<file path="src/hdl/assert_macros.svh">
// Assertion helpers used by the RTL.
`ifndef ASSERT_MACROS_SVH
`define ASSERT_MACROS_SVH

// Same-cycle implication, disabled during reset.
`define EHP_ASSERT_IMP(lbl, clk, rst, ante, cons, msg) \
  lbl: assert property (@(posedge clk) disable iff (rst) (ante) |-> (cons)) \
    else $error(msg);

// Next-cycle implication, disabled during reset.
`define EHP_ASSERT_NEXT(lbl, clk, rst, ante, cons, msg) \
  lbl: assert property (@(posedge clk) disable iff (rst) (ante) |=> (cons)) \
    else $error(msg);

`endif

</file>
<file path="src/hdl/ehp_pkg.sv">
package ehp_pkg;

  // Header layout (byte positions from frame start)
  localparam int ETH_LEN       = 14;
  localparam int IP_MIN_LEN    = 20;
  localparam int TCP_MIN_LEN   = 20;
  localparam int UDP_LEN       = 8;
  localparam int POS_VER_IHL   = ETH_LEN;
  localparam int POS_PROTO     = ETH_LEN + 9;
  localparam int POS_SRC_ADDR  = ETH_LEN + 12;
  localparam int POS_DST_ADDR  = ETH_LEN + 16;
  localparam int MIN_L4_OFFSET = ETH_LEN + IP_MIN_LEN;

  localparam logic [3:0] IP_VERSION    = 4'd4;
  localparam logic [3:0] IHL_MIN       = 4'd5;
  localparam logic [7:0] TCP_PROTO_NUM = 8'd6;
  localparam logic [7:0] UDP_PROTO_NUM = 8'd17;
  localparam logic [2:0] ERR_NONE      = 3'd0;
  localparam logic [2:0] ERR_BAD_HDR   = 3'd2;

  typedef enum logic [2:0] {
    STATUS_OK        = 3'd0,
    STATUS_TRUNCATED = 3'd1,
    STATUS_BAD_HDR   = 3'd2,
    STATUS_BAD_PROTO = 3'd3,
    STATUS_OVERSIZE  = 3'd4
  } status_t;

  // Per-frame header state captured byte by byte
  typedef struct packed {
    logic [3:0]  header_len_words;
    logic [7:0]  proto_number;
    logic [31:0] source_addr_reg;
    logic [31:0] dest_addr_reg;
    logic [31:0] port_pair_reg;
    logic [31:0] seq_reg;
    logic [31:0] ack_reg;
    logic [7:0]  flag_reg;
    logic [3:0]  data_offset_words;
    logic [2:0]  error_code;
  } hdr_state_t;

endpackage

</file>
<file path="src/hdl/ehp_in_if.sv">
interface ehp_in_if;
  logic       valid;
  logic       ready;
  logic [7:0] byte_value;
  logic       last_byte;

  modport source (output valid, output byte_value, output last_byte, input ready);
  modport sink   (input valid, input byte_value, input last_byte, output ready);
endinterface

</file>
<file path="src/hdl/ehp_out_if.sv">
interface ehp_out_if;
  logic        valid;
  logic        ready;
  logic [2:0]  status;
  logic        is_tcp;
  logic [31:0] src_address;
  logic [31:0] dst_address;
  logic [15:0] source_port;
  logic [15:0] dest_port;
  logic [31:0] seq_number;
  logic [31:0] ack_number;
  logic [7:0]  tcp_flag_bits;
  logic [7:0]  payload_offset;
  logic [14:0] payload_length;

  modport source (
    output valid, output status, output is_tcp, output src_address, output dst_address,
    output source_port, output dest_port, output seq_number, output ack_number,
    output tcp_flag_bits, output payload_offset, output payload_length, input ready
  );
  modport sink (
    input valid, input status, input is_tcp, input src_address, input dst_address,
    input source_port, input dest_port, input seq_number, input ack_number,
    input tcp_flag_bits, input payload_offset, input payload_length, output ready
  );
endinterface

</file>
<file path="src/hdl/ehp_frame_track.sv">
module ehp_frame_track #(
  parameter int MAX_FRAME_BYTES = 16384
) (
  input  logic                                  clk,
  input  logic                                  rst,
  input  logic                                  take,
  input  logic [7:0]                            byte_value,
  input  logic                                  last_byte,
  output ehp_pkg::hdr_state_t                   snap_hdr,
  output logic [$clog2(MAX_FRAME_BYTES+2)-1:0]  snap_count
);

  localparam int CNT_W = $clog2(MAX_FRAME_BYTES + 2);
  localparam logic [CNT_W-1:0] MAX_CNT = CNT_W'(MAX_FRAME_BYTES);

  logic [CNT_W-1:0]    count;
  logic [CNT_W-1:0]    count_next;
  ehp_pkg::hdr_state_t hdr;
  ehp_pkg::hdr_state_t hdr_next;
  logic [7:0]          l4_off;
  logic [CNT_W-1:0]    l4_pos;
  logic [CNT_W-1:0]    rel;

  always_comb begin
    hdr_next   = hdr;
    count_next = count;
    l4_off     = 8'(ehp_pkg::ETH_LEN) + {2'b00, hdr.header_len_words, 2'b00};
    l4_pos     = CNT_W'(l4_off);
    rel        = count - l4_pos;
    if (count <= MAX_CNT) begin
      count_next = count + 1'b1;
      if (count == CNT_W'(ehp_pkg::POS_VER_IHL)) begin
        hdr_next.header_len_words = byte_value[3:0];
        hdr_next.error_code = ((byte_value[7:4] != ehp_pkg::IP_VERSION) ||
                               (byte_value[3:0] < ehp_pkg::IHL_MIN)) ?
                              ehp_pkg::ERR_BAD_HDR : ehp_pkg::ERR_NONE;
      end else if (count == CNT_W'(ehp_pkg::POS_PROTO)) begin
        hdr_next.proto_number = byte_value;
      end else if (count >= CNT_W'(ehp_pkg::POS_SRC_ADDR) &&
                   count <  CNT_W'(ehp_pkg::POS_DST_ADDR)) begin
        hdr_next.source_addr_reg = {hdr.source_addr_reg[23:0], byte_value};
      end else if (count >= CNT_W'(ehp_pkg::POS_DST_ADDR) &&
                   count <  CNT_W'(ehp_pkg::MIN_L4_OFFSET)) begin
        hdr_next.dest_addr_reg = {hdr.dest_addr_reg[23:0], byte_value};
      end else if (count >= CNT_W'(ehp_pkg::MIN_L4_OFFSET) &&
                   hdr.header_len_words >= ehp_pkg::IHL_MIN &&
                   count >= l4_pos) begin
        if (rel < CNT_W'(4)) begin
          hdr_next.port_pair_reg = {hdr.port_pair_reg[23:0], byte_value};
        end else if (rel < CNT_W'(8)) begin
          hdr_next.seq_reg = {hdr.seq_reg[23:0], byte_value};
        end else if (rel < CNT_W'(12)) begin
          hdr_next.ack_reg = {hdr.ack_reg[23:0], byte_value};
        end else if (rel == CNT_W'(12)) begin
          hdr_next.data_offset_words = byte_value[7:4];
        end else if (rel == CNT_W'(13)) begin
          hdr_next.flag_reg = byte_value;
        end
      end
    end
  end

  // State clears after the last byte so the next frame starts fresh
  always_ff @(posedge clk) begin
    if (rst) begin
      count <= '0;
      hdr   <= '0;
    end else if (take) begin
      if (last_byte) begin
        count <= '0;
        hdr   <= '0;
      end else begin
        count <= count_next;
        hdr   <= hdr_next;
      end
    end
  end

  assign snap_hdr   = hdr_next;
  assign snap_count = count_next;

endmodule

</file>
<file path="src/hdl/eth_ipv4_l4_header_parser_core.sv">
// Channel | Dir | Payload                                        | Transaction
// --------+-----+------------------------------------------------+----------------------------
// frame   | in  | byte_value, last_byte                          | one frame byte, wire order
// result  | out | status, is_tcp, addresses, ports, seq, ack,    | one summary per frame,
//         |     | tcp_flag_bits, payload_offset, payload_length  | after the last byte
//
// Cycles: one byte per cycle while frame.ready is high; once the last byte is taken, a summary
// moves from the header state through the frame summary register into the result register.
// Reset: synchronous rst clears the byte counter, header state and both valid flags.
// Stalls: frame.ready drops only while a summary is held and the result register
// cannot drain; non-last bytes and last bytes are then both held off.
`include "assert_macros.svh"

module eth_ipv4_l4_header_parser_core #(
  parameter int MAX_FRAME_BYTES = 16384
) (
  input logic       clk,
  input logic       rst,
  ehp_in_if.sink    frame,
  ehp_out_if.source result
);

  localparam int CNT_W = $clog2(MAX_FRAME_BYTES + 2);
  localparam int CMP_W = (CNT_W > 15) ? CNT_W : 15;
  localparam logic [CNT_W-1:0] MAX_CNT = CNT_W'(MAX_FRAME_BYTES);

  // Handshake / pipeline control
  logic take;
  logic res_load;
  logic sum_adv;

  // Header state snapshot from the byte tracker
  ehp_pkg::hdr_state_t snap_hdr;
  logic [CNT_W-1:0]    snap_count;

  // Frame summary stage
  logic                sum_valid;
  ehp_pkg::hdr_state_t sum_hdr;
  logic [CNT_W-1:0]    sum_count;

  // Result computation
  ehp_pkg::status_t status_next;
  logic             tcp_next;
  logic [CMP_W-1:0] len;
  logic [7:0]       l4_off;
  logic [7:0]       poff_tcp;
  logic [7:0]       poff;
  logic [CMP_W-1:0] plen;
  logic             ok;

  assign res_load    = !result.valid || result.ready;
  assign sum_adv     = sum_valid && res_load;
  assign frame.ready = !sum_valid || res_load;
  assign take        = frame.valid && frame.ready;

  ehp_frame_track #(
    .MAX_FRAME_BYTES (MAX_FRAME_BYTES)
  ) u_track (
    .clk        (clk),
    .rst        (rst),
    .take       (take),
    .byte_value (frame.byte_value),
    .last_byte  (frame.last_byte),
    .snap_hdr   (snap_hdr),
    .snap_count (snap_count)
  );

  // Frame summary register: holds the finished header while the next frame runs
  always_ff @(posedge clk) begin
    if (rst) begin
      sum_valid <= 1'b0;
    end else if (take && frame.last_byte) begin
      sum_valid <= 1'b1;
    end else if (sum_adv) begin
      sum_valid <= 1'b0;
    end
  end

  always_ff @(posedge clk) begin
    if (take && frame.last_byte) begin
      sum_hdr   <= snap_hdr;
      sum_count <= snap_count;
    end
  end

  // Status priority: oversize, short IP header, bad header, protocol checks
  always_comb begin
    len         = CMP_W'(sum_count);
    l4_off      = 8'(ehp_pkg::ETH_LEN) + {2'b00, sum_hdr.header_len_words, 2'b00};
    poff_tcp    = l4_off + {2'b00, sum_hdr.data_offset_words, 2'b00};
    status_next = ehp_pkg::STATUS_OK;
    tcp_next    = 1'b0;
    poff        = 8'd0;
    if (sum_count > MAX_CNT) begin
      status_next = ehp_pkg::STATUS_OVERSIZE;
    end else if (len < CMP_W'(ehp_pkg::MIN_L4_OFFSET)) begin
      status_next = ehp_pkg::STATUS_TRUNCATED;
    end else if (sum_hdr.error_code != ehp_pkg::ERR_NONE) begin
      status_next = ehp_pkg::STATUS_BAD_HDR;
    end else if (sum_hdr.proto_number == ehp_pkg::TCP_PROTO_NUM) begin
      tcp_next = 1'b1;
      if (len < CMP_W'(l4_off) + CMP_W'(ehp_pkg::TCP_MIN_LEN)) begin
        status_next = ehp_pkg::STATUS_TRUNCATED;
      end else begin
        poff = poff_tcp;
      end
    end else if (sum_hdr.proto_number == ehp_pkg::UDP_PROTO_NUM) begin
      if (len < CMP_W'(l4_off) + CMP_W'(ehp_pkg::UDP_LEN)) begin
        status_next = ehp_pkg::STATUS_TRUNCATED;
      end else begin
        poff = l4_off + 8'(ehp_pkg::UDP_LEN);
      end
    end else begin
      status_next = ehp_pkg::STATUS_BAD_PROTO;
    end
    ok   = (status_next == ehp_pkg::STATUS_OK);
    plen = (CMP_W'(poff) < len) ? (len - CMP_W'(poff)) : '0;
  end

  // Result register; all fields but status read zero on a failed frame
  always_ff @(posedge clk) begin
    if (rst) begin
      result.valid <= 1'b0;
    end else if (res_load) begin
      result.valid <= sum_valid;
    end
  end

  always_ff @(posedge clk) begin
    if (sum_adv) begin
      result.status         <= status_next;
      result.is_tcp         <= ok && tcp_next;
      result.src_address    <= ok ? sum_hdr.source_addr_reg : 32'd0;
      result.dst_address    <= ok ? sum_hdr.dest_addr_reg : 32'd0;
      result.source_port    <= ok ? sum_hdr.port_pair_reg[31:16] : 16'd0;
      result.dest_port      <= ok ? sum_hdr.port_pair_reg[15:0] : 16'd0;
      result.seq_number     <= (ok && tcp_next) ? sum_hdr.seq_reg : 32'd0;
      result.ack_number     <= (ok && tcp_next) ? sum_hdr.ack_reg : 32'd0;
      result.tcp_flag_bits  <= (ok && tcp_next) ? sum_hdr.flag_reg : 8'd0;
      result.payload_offset <= ok ? poff : 8'd0;
      result.payload_length <= ok ? plen[14:0] : 15'd0;
    end
  end

  // Checks
  `EHP_ASSERT_NEXT(a_last_fills_summary, clk, rst, take && frame.last_byte, sum_valid,
                   "last byte did not produce a frame summary")
  `EHP_ASSERT_IMP(a_fail_fields_zero, clk, rst,
                  result.valid && (result.status != ehp_pkg::STATUS_OK),
                  (result.is_tcp == 1'b0) && (result.src_address == 32'd0) &&
                  (result.payload_offset == 8'd0) && (result.payload_length == 15'd0),
                  "failed frame carries nonzero fields")
  `EHP_ASSERT_IMP(a_udp_no_tcp_fields, clk, rst,
                  result.valid && (result.status == ehp_pkg::STATUS_OK) && !result.is_tcp,
                  (result.seq_number == 32'd0) && (result.ack_number == 32'd0) &&
                  (result.tcp_flag_bits == 8'd0),
                  "UDP result carries TCP fields")
  `EHP_ASSERT_IMP(a_ok_offset_min, clk, rst,
                  result.valid && (result.status == ehp_pkg::STATUS_OK),
                  result.payload_offset >= 8'(ehp_pkg::MIN_L4_OFFSET),
                  "payload offset inside IP header")

endmodule
</file>
<file path="src/flat_wrapper.sv">
// flat-port wrapper written by rule: the top's interface ports become plain ports
module eth_ipv4_l4_header_parser_core_flat 
#(
  parameter int MAX_FRAME_BYTES = 16384
)
  (clk, rst, frame_valid, frame_byte_value, frame_last_byte, frame_ready, result_valid, result_status, result_is_tcp, result_src_address, result_dst_address, result_source_port, result_dest_port, result_seq_number, result_ack_number, result_tcp_flag_bits, result_payload_offset, result_payload_length, result_ready);
  ehp_in_if frame_i ();
  ehp_out_if result_i ();
  input logic clk;
  input logic rst;
  input wire logic [$bits(frame_i.valid)-1:0] frame_valid;
  input wire logic [$bits(frame_i.byte_value)-1:0] frame_byte_value;
  input wire logic [$bits(frame_i.last_byte)-1:0] frame_last_byte;
  output wire logic [$bits(frame_i.ready)-1:0] frame_ready;
  output wire logic [$bits(result_i.valid)-1:0] result_valid;
  output wire logic [$bits(result_i.status)-1:0] result_status;
  output wire logic [$bits(result_i.is_tcp)-1:0] result_is_tcp;
  output wire logic [$bits(result_i.src_address)-1:0] result_src_address;
  output wire logic [$bits(result_i.dst_address)-1:0] result_dst_address;
  output wire logic [$bits(result_i.source_port)-1:0] result_source_port;
  output wire logic [$bits(result_i.dest_port)-1:0] result_dest_port;
  output wire logic [$bits(result_i.seq_number)-1:0] result_seq_number;
  output wire logic [$bits(result_i.ack_number)-1:0] result_ack_number;
  output wire logic [$bits(result_i.tcp_flag_bits)-1:0] result_tcp_flag_bits;
  output wire logic [$bits(result_i.payload_offset)-1:0] result_payload_offset;
  output wire logic [$bits(result_i.payload_length)-1:0] result_payload_length;
  input wire logic [$bits(result_i.ready)-1:0] result_ready;
  assign frame_i.valid = frame_valid;
  assign frame_i.byte_value = frame_byte_value;
  assign frame_i.last_byte = frame_last_byte;
  assign frame_ready = frame_i.ready;
  assign result_valid = result_i.valid;
  assign result_status = result_i.status;
  assign result_is_tcp = result_i.is_tcp;
  assign result_src_address = result_i.src_address;
  assign result_dst_address = result_i.dst_address;
  assign result_source_port = result_i.source_port;
  assign result_dest_port = result_i.dest_port;
  assign result_seq_number = result_i.seq_number;
  assign result_ack_number = result_i.ack_number;
  assign result_tcp_flag_bits = result_i.tcp_flag_bits;
  assign result_payload_offset = result_i.payload_offset;
  assign result_payload_length = result_i.payload_length;
  assign result_i.ready = result_ready;
  eth_ipv4_l4_header_parser_core #(.MAX_FRAME_BYTES(MAX_FRAME_BYTES)) u_core (.clk(clk), .rst(rst), .frame(frame_i), .result(result_i));
endmodule
</file>
<file path="config.mk">
export PLATFORM = sky130hd
export DESIGN_NAME = eth_ipv4_l4_header_parser_core_flat
export DESIGN_NICKNAME = d
export VERILOG_FILES = /design/src/hdl/ehp_pkg.sv /design/src/hdl/ehp_in_if.sv /design/src/hdl/ehp_out_if.sv /design/src/hdl/ehp_frame_track.sv /design/src/hdl/eth_ipv4_l4_header_parser_core.sv /design/src/flat_wrapper.sv
export VERILOG_INCLUDE_DIRS = /design/src /design/src/hdl
export SDC_FILE = /design/constraint.sdc
export NUM_CORES = 1
export LEC_CHECK = 0
export BUFFER_PORTS_ARGS = -buffer_cell sky130_fd_sc_hd__buf_4
export CAP_MARGIN = 20
export CORE_ASPECT_RATIO = 2
export CORE_UTILIZATION = 64
export DETAILED_ROUTE_END_ITERATION = 10
export PLACE_DENSITY_LB_ADDON = 0.12
export REMOVE_ABC_BUFFERS = 1
export SLEW_MARGIN = 20
export SYNTH_ARGS = -nofsm -noshare
export SYNTH_HDL_FRONTEND = slang
export SYNTH_HIERARCHICAL = 1
export SYNTH_SLANG_ARGS = --single-unit
</file>
<file path="constraint.sdc">
create_clock -name clk -period 27.8 [get_ports clk]
set_input_delay 1.39 -clock clk [delete_from_list [all_inputs] [get_ports clk]]
set_output_delay 1.39 -clock clk [all_outputs]
set_load 0.01 [all_outputs]
</file>
==> results by group <==
Run status
  • Outcome: complete, no violations

Setup path
  • Crit-path max FO: 99
  • Reg-to-reg setup timing slack: 21.76 ns
  • Startpoint Class: flip-flop
  • Critical path arrival: 6.35 ns
  • Critical path class: flip-flop to flip-flop
  • CP bufs+invs: 4
  • Critical Path End Type: flip-flop
  • Largest delay contributor family on the critical path: compound AO/OA/AOI/OAI gates
  • Crit path largest cell delay: 0.72 ns
  • Critical path required time: 28.11 ns
  • Most common cell on crit path: ha_1
  • Cell at the slowest stage of the critical path: buf_4
  • Crit-path cells: inv_1 -> ha_1 -> xnor2_1 -> inv_1 -> ha_1 -> a21oi_1 -> xnor2_1 -> ha_1 -> nand4_1 -> o221a_2 -> a211o_1 -> o21ai_4 -> buf_4 -> and3_1 -> inv_1 -> ha_1 -> a21o_1 -> a21oi_1 -> o211a_1 -> o21bai_1 -> nand3_1 -> nor2_1

Detailed routing
  • DRT Wirelength: 55500 um
  • Antenna-violating nets left: 0
  • Vias after detailed routing: 15500
  • Wire length per cell after detailed routing: 21.8 um
  • Via density per instance: 6.08
  • DR iter-0 viols: 846
  • DRT Pass-1 Iters: 7
  • DR DRC count: 0

Clock tree
  • Hold_buf cts: 0
  • CTS Buf Count: 48
  • Clock slew at reported path FFs: 0.07 ns
  • CTS max path bufs: 3
  • Root Driver: clkbuf_16
  • CTS tree: yes
  • Clk sink count: 600
  • Htree depth: 2
  • CTS resizes: 0
  • Clock Latency Late Sink: 0.59 ns
  • Setup Buffers After CTS: 0

Power and ir drop
  • Comb pwr share: 0.036
  • Total Power: 1.70 mW
  • Peak supply drop: 63.5 uV
  • Int Pwr: 1.34 mW
  • Sequential share of power: 0.571
  • Clock network fraction of design power: 0.393
  • PD cells: 60.0 mW/mm2
  • Sw Pwr: 358 uW
  • Leakage: 11.1 nW
  • Switching part of the total: 0.211

STA
  • Max frequency: 165 MHz
  • Setup TNS: 0 ns
  • RSZ-0062 raised after global routing: false
  • Slew Limit Fails: 0
  • Setup-failing EPs final: 0
  • Period utilization: 0.217
  • Clock skew: 0.0227 ns
  • Relative slew slack: 0.251
  • Worst-Margin Slew: 1.12 ns
  • Final hold violation count: 0
  • Min Tclk post-route: 6.04 ns

Floorplan
  • Ports: 210
  • Die H: 281 um
  • Initial core utilization: 0.652
  • Die area: 0.0397 mm2
  • Row count: 101
  • Core ar.: 0.0382 mm2
  • Die Width: 141 um

Yosys
  • Most frequent cells after synthesis: edfxtp_1, dfxtp_1, mux2_2
  • FF+latch count, synth: 600
  • Unique masters post-synth: 79
  • Largest cells by area after synthesis: edfxtp_1, dfxtp_1, mux2_2, a22oi_1, and3_1
  • Sequential area share after synthesis: 0.642
  • Warnings from Yosys: 6
  • Ys async rst share: 0
  • Syn Area/Cell: 13.5 um2
  • Post-synth EDFFs: 396
  • Post-synth top area share: 0.478
  • Post-Syn Area: 0.0249 mm2
  • Post-synth top flop: edfxtp_1
  • Yosys top cell by area: edfxtp_1
  • Most frequent cell after synthesis: edfxtp_1
  • Cells after Synth: 1840

Finish
  • Layout area overhead: 13.5%
  • Post-route cell area: 0.0283 mm2
  • Fillers: 2589
  • Ratio of cells with drive above 1 in the final layout: 0.245
  • Antenna diodes: 0
  • Final #Nets: 2043

Global routing
  • Vias in the first global route: 16000
  • First-pass GRT wire length: 85800 um
  • Gr ovfl total: 0
  • Pin count of the biggest net entering global routing: 124
  • All-Layer GR Usage: 0.283
  • Initial antenna violation count: 0

Min path
  • Hold Crit Class: flip-flop to flip-flop

Placement
  • Final GP Congestion: 0.884
  • Detailed Place HPWL: 35400 um
  • # port buffers: 208
  • Dpl cell area: 0.0267 mm2

Run
  • Max-cap violations: 0
final timing paths:
kind              cells after the start                                to                   from
hold reg to reg                       1             u_core/u_track/hdr[0]  u_core/u_track/hdr[0]
setup reg to reg                     22  u_core/result.payload_length[14]    u_core/sum_hdr[183]
setup / recovery                     22  u_core/result.payload_length[14]    u_core/sum_hdr[183]
hold / removal                        1             u_core/u_track/hdr[0]  u_core/u_track/hdr[0]
logic make-up (layout without fill, tap and decap cells):
logic type | Yosys count | count (layout) | synth area share
other cells | 1 | 1 | 0.000151
compound gates | 317 | 317 | 0.100
xor+xnor | 41 | 41 | 0.0144
simple gates | 482 | 482 | 0.108
buf+inv | 172 | 362 | 0.0301
fa+ha+maj | 42 | 42 | 0.0218
flops | 600 | 600 | 0.642
mux | 185 | 185 | 0.0830
placed cells by master (no fill, tap or decap), drive strengths merged, types with 15 or more instances in the layout:
cell / count
a21oi: 27
a22o: 72
a22oi: 86
and2: 83
and3: 101
buf: 229
clkbuf: 71
clkinv: 16
dfxtp: 204
edfxtp: 396
ha: 37
inv: 43
mux2: 171
nand2: 47
nand3: 19
nand4: 15
nor2: 132
nor3: 21
nor4: 15
o21ai: 28
o2bb2ai: 24
xnor2: 24
xor2: 17
metal layers:
layer,GRT usage,vias to the layer above,part of all wire
met4,0.143,0,0.047
met5,0,-,0
li1,-,7195,-
met1,0.300,7636,0.35
met2,0.537,496,0.55
met3,0.0400,145,0.047
registers in the layout (all words and copies together) (netlist names):
register / count
u_core/len: 15
u_core/result.ack_number: 32
u_core/result.dest_port: 16
u_core/result.dst_address: 32
u_core/result.is_tcp: 1
u_core/result.payload_length: 15
u_core/result.payload_offset: 7
u_core/result.seq_number: 32
u_core/result.source_port: 16
u_core/result.src_address: 32
u_core/result.status: 3
u_core/result.tcp_flag_bits: 8
u_core/result.valid: 1
u_core/sum_hdr: 187
u_core/sum_valid: 1
u_core/u_track/count: 15
u_core/u_track/hdr: 187
area by class of cell:
| cell class | count | area [um2] | share of cell area |
|---|---|---|---|
| Sequential cell | 600 | 16000 | 0.565 |
| Multi-Input combinational cell | 1068 | 8210 | 0.291 |
| Timing Repair Buffer | 229 | 1720 | 0.0609 |
| Clock buffer | 71 | 1350 | 0.0477 |
| Tap cell | 515 | 644 | 0.0228 |
| Clock inverter | 19 | 181 | 0.00642 |
| Inverter | 43 | 169 | 0.00598 |
worst register-to-register path, delay by kind of cell, from the launching register on:
family / cells / cell delay (ns)
compound gates: 8 / 1.77
fa+ha+maj: 4 / 1.13
buf+inv: 4 / 1.05
simple gates: 4 / 0.88
xor+xnor: 2 / 0.49
flops: 1 / 0.46
power groups by stage:
stage	sequential, mW	clock (mW)	combinational [mW]
final	0.969	0.666	0.0611
after global routing	0.969	0.710	0.0655
after CTS	0.969	0.678	0.0613
after detailed placement	0.988	0	0.0610
after global placement	0.988	0	0.0601
after floorplan	0.994	0	0.0267
stage by stage:
stage	util	instances	hold slack [ns]	setup slack (ns)
4_1_cts	0.740	2545	0.464	21.73
5_1_grt	0.740	2545	0.490	21.21
3_5_place_dp	0.700	2455	0.443	21.74
3_3_place_gp	0.700	2455	0.437	21.93
6_report	0.740	2545	0.464	21.76
2_1_floorplan	-	1711	0.421	17.01
No activity file was read; power rests on OpenSTA's default activity.
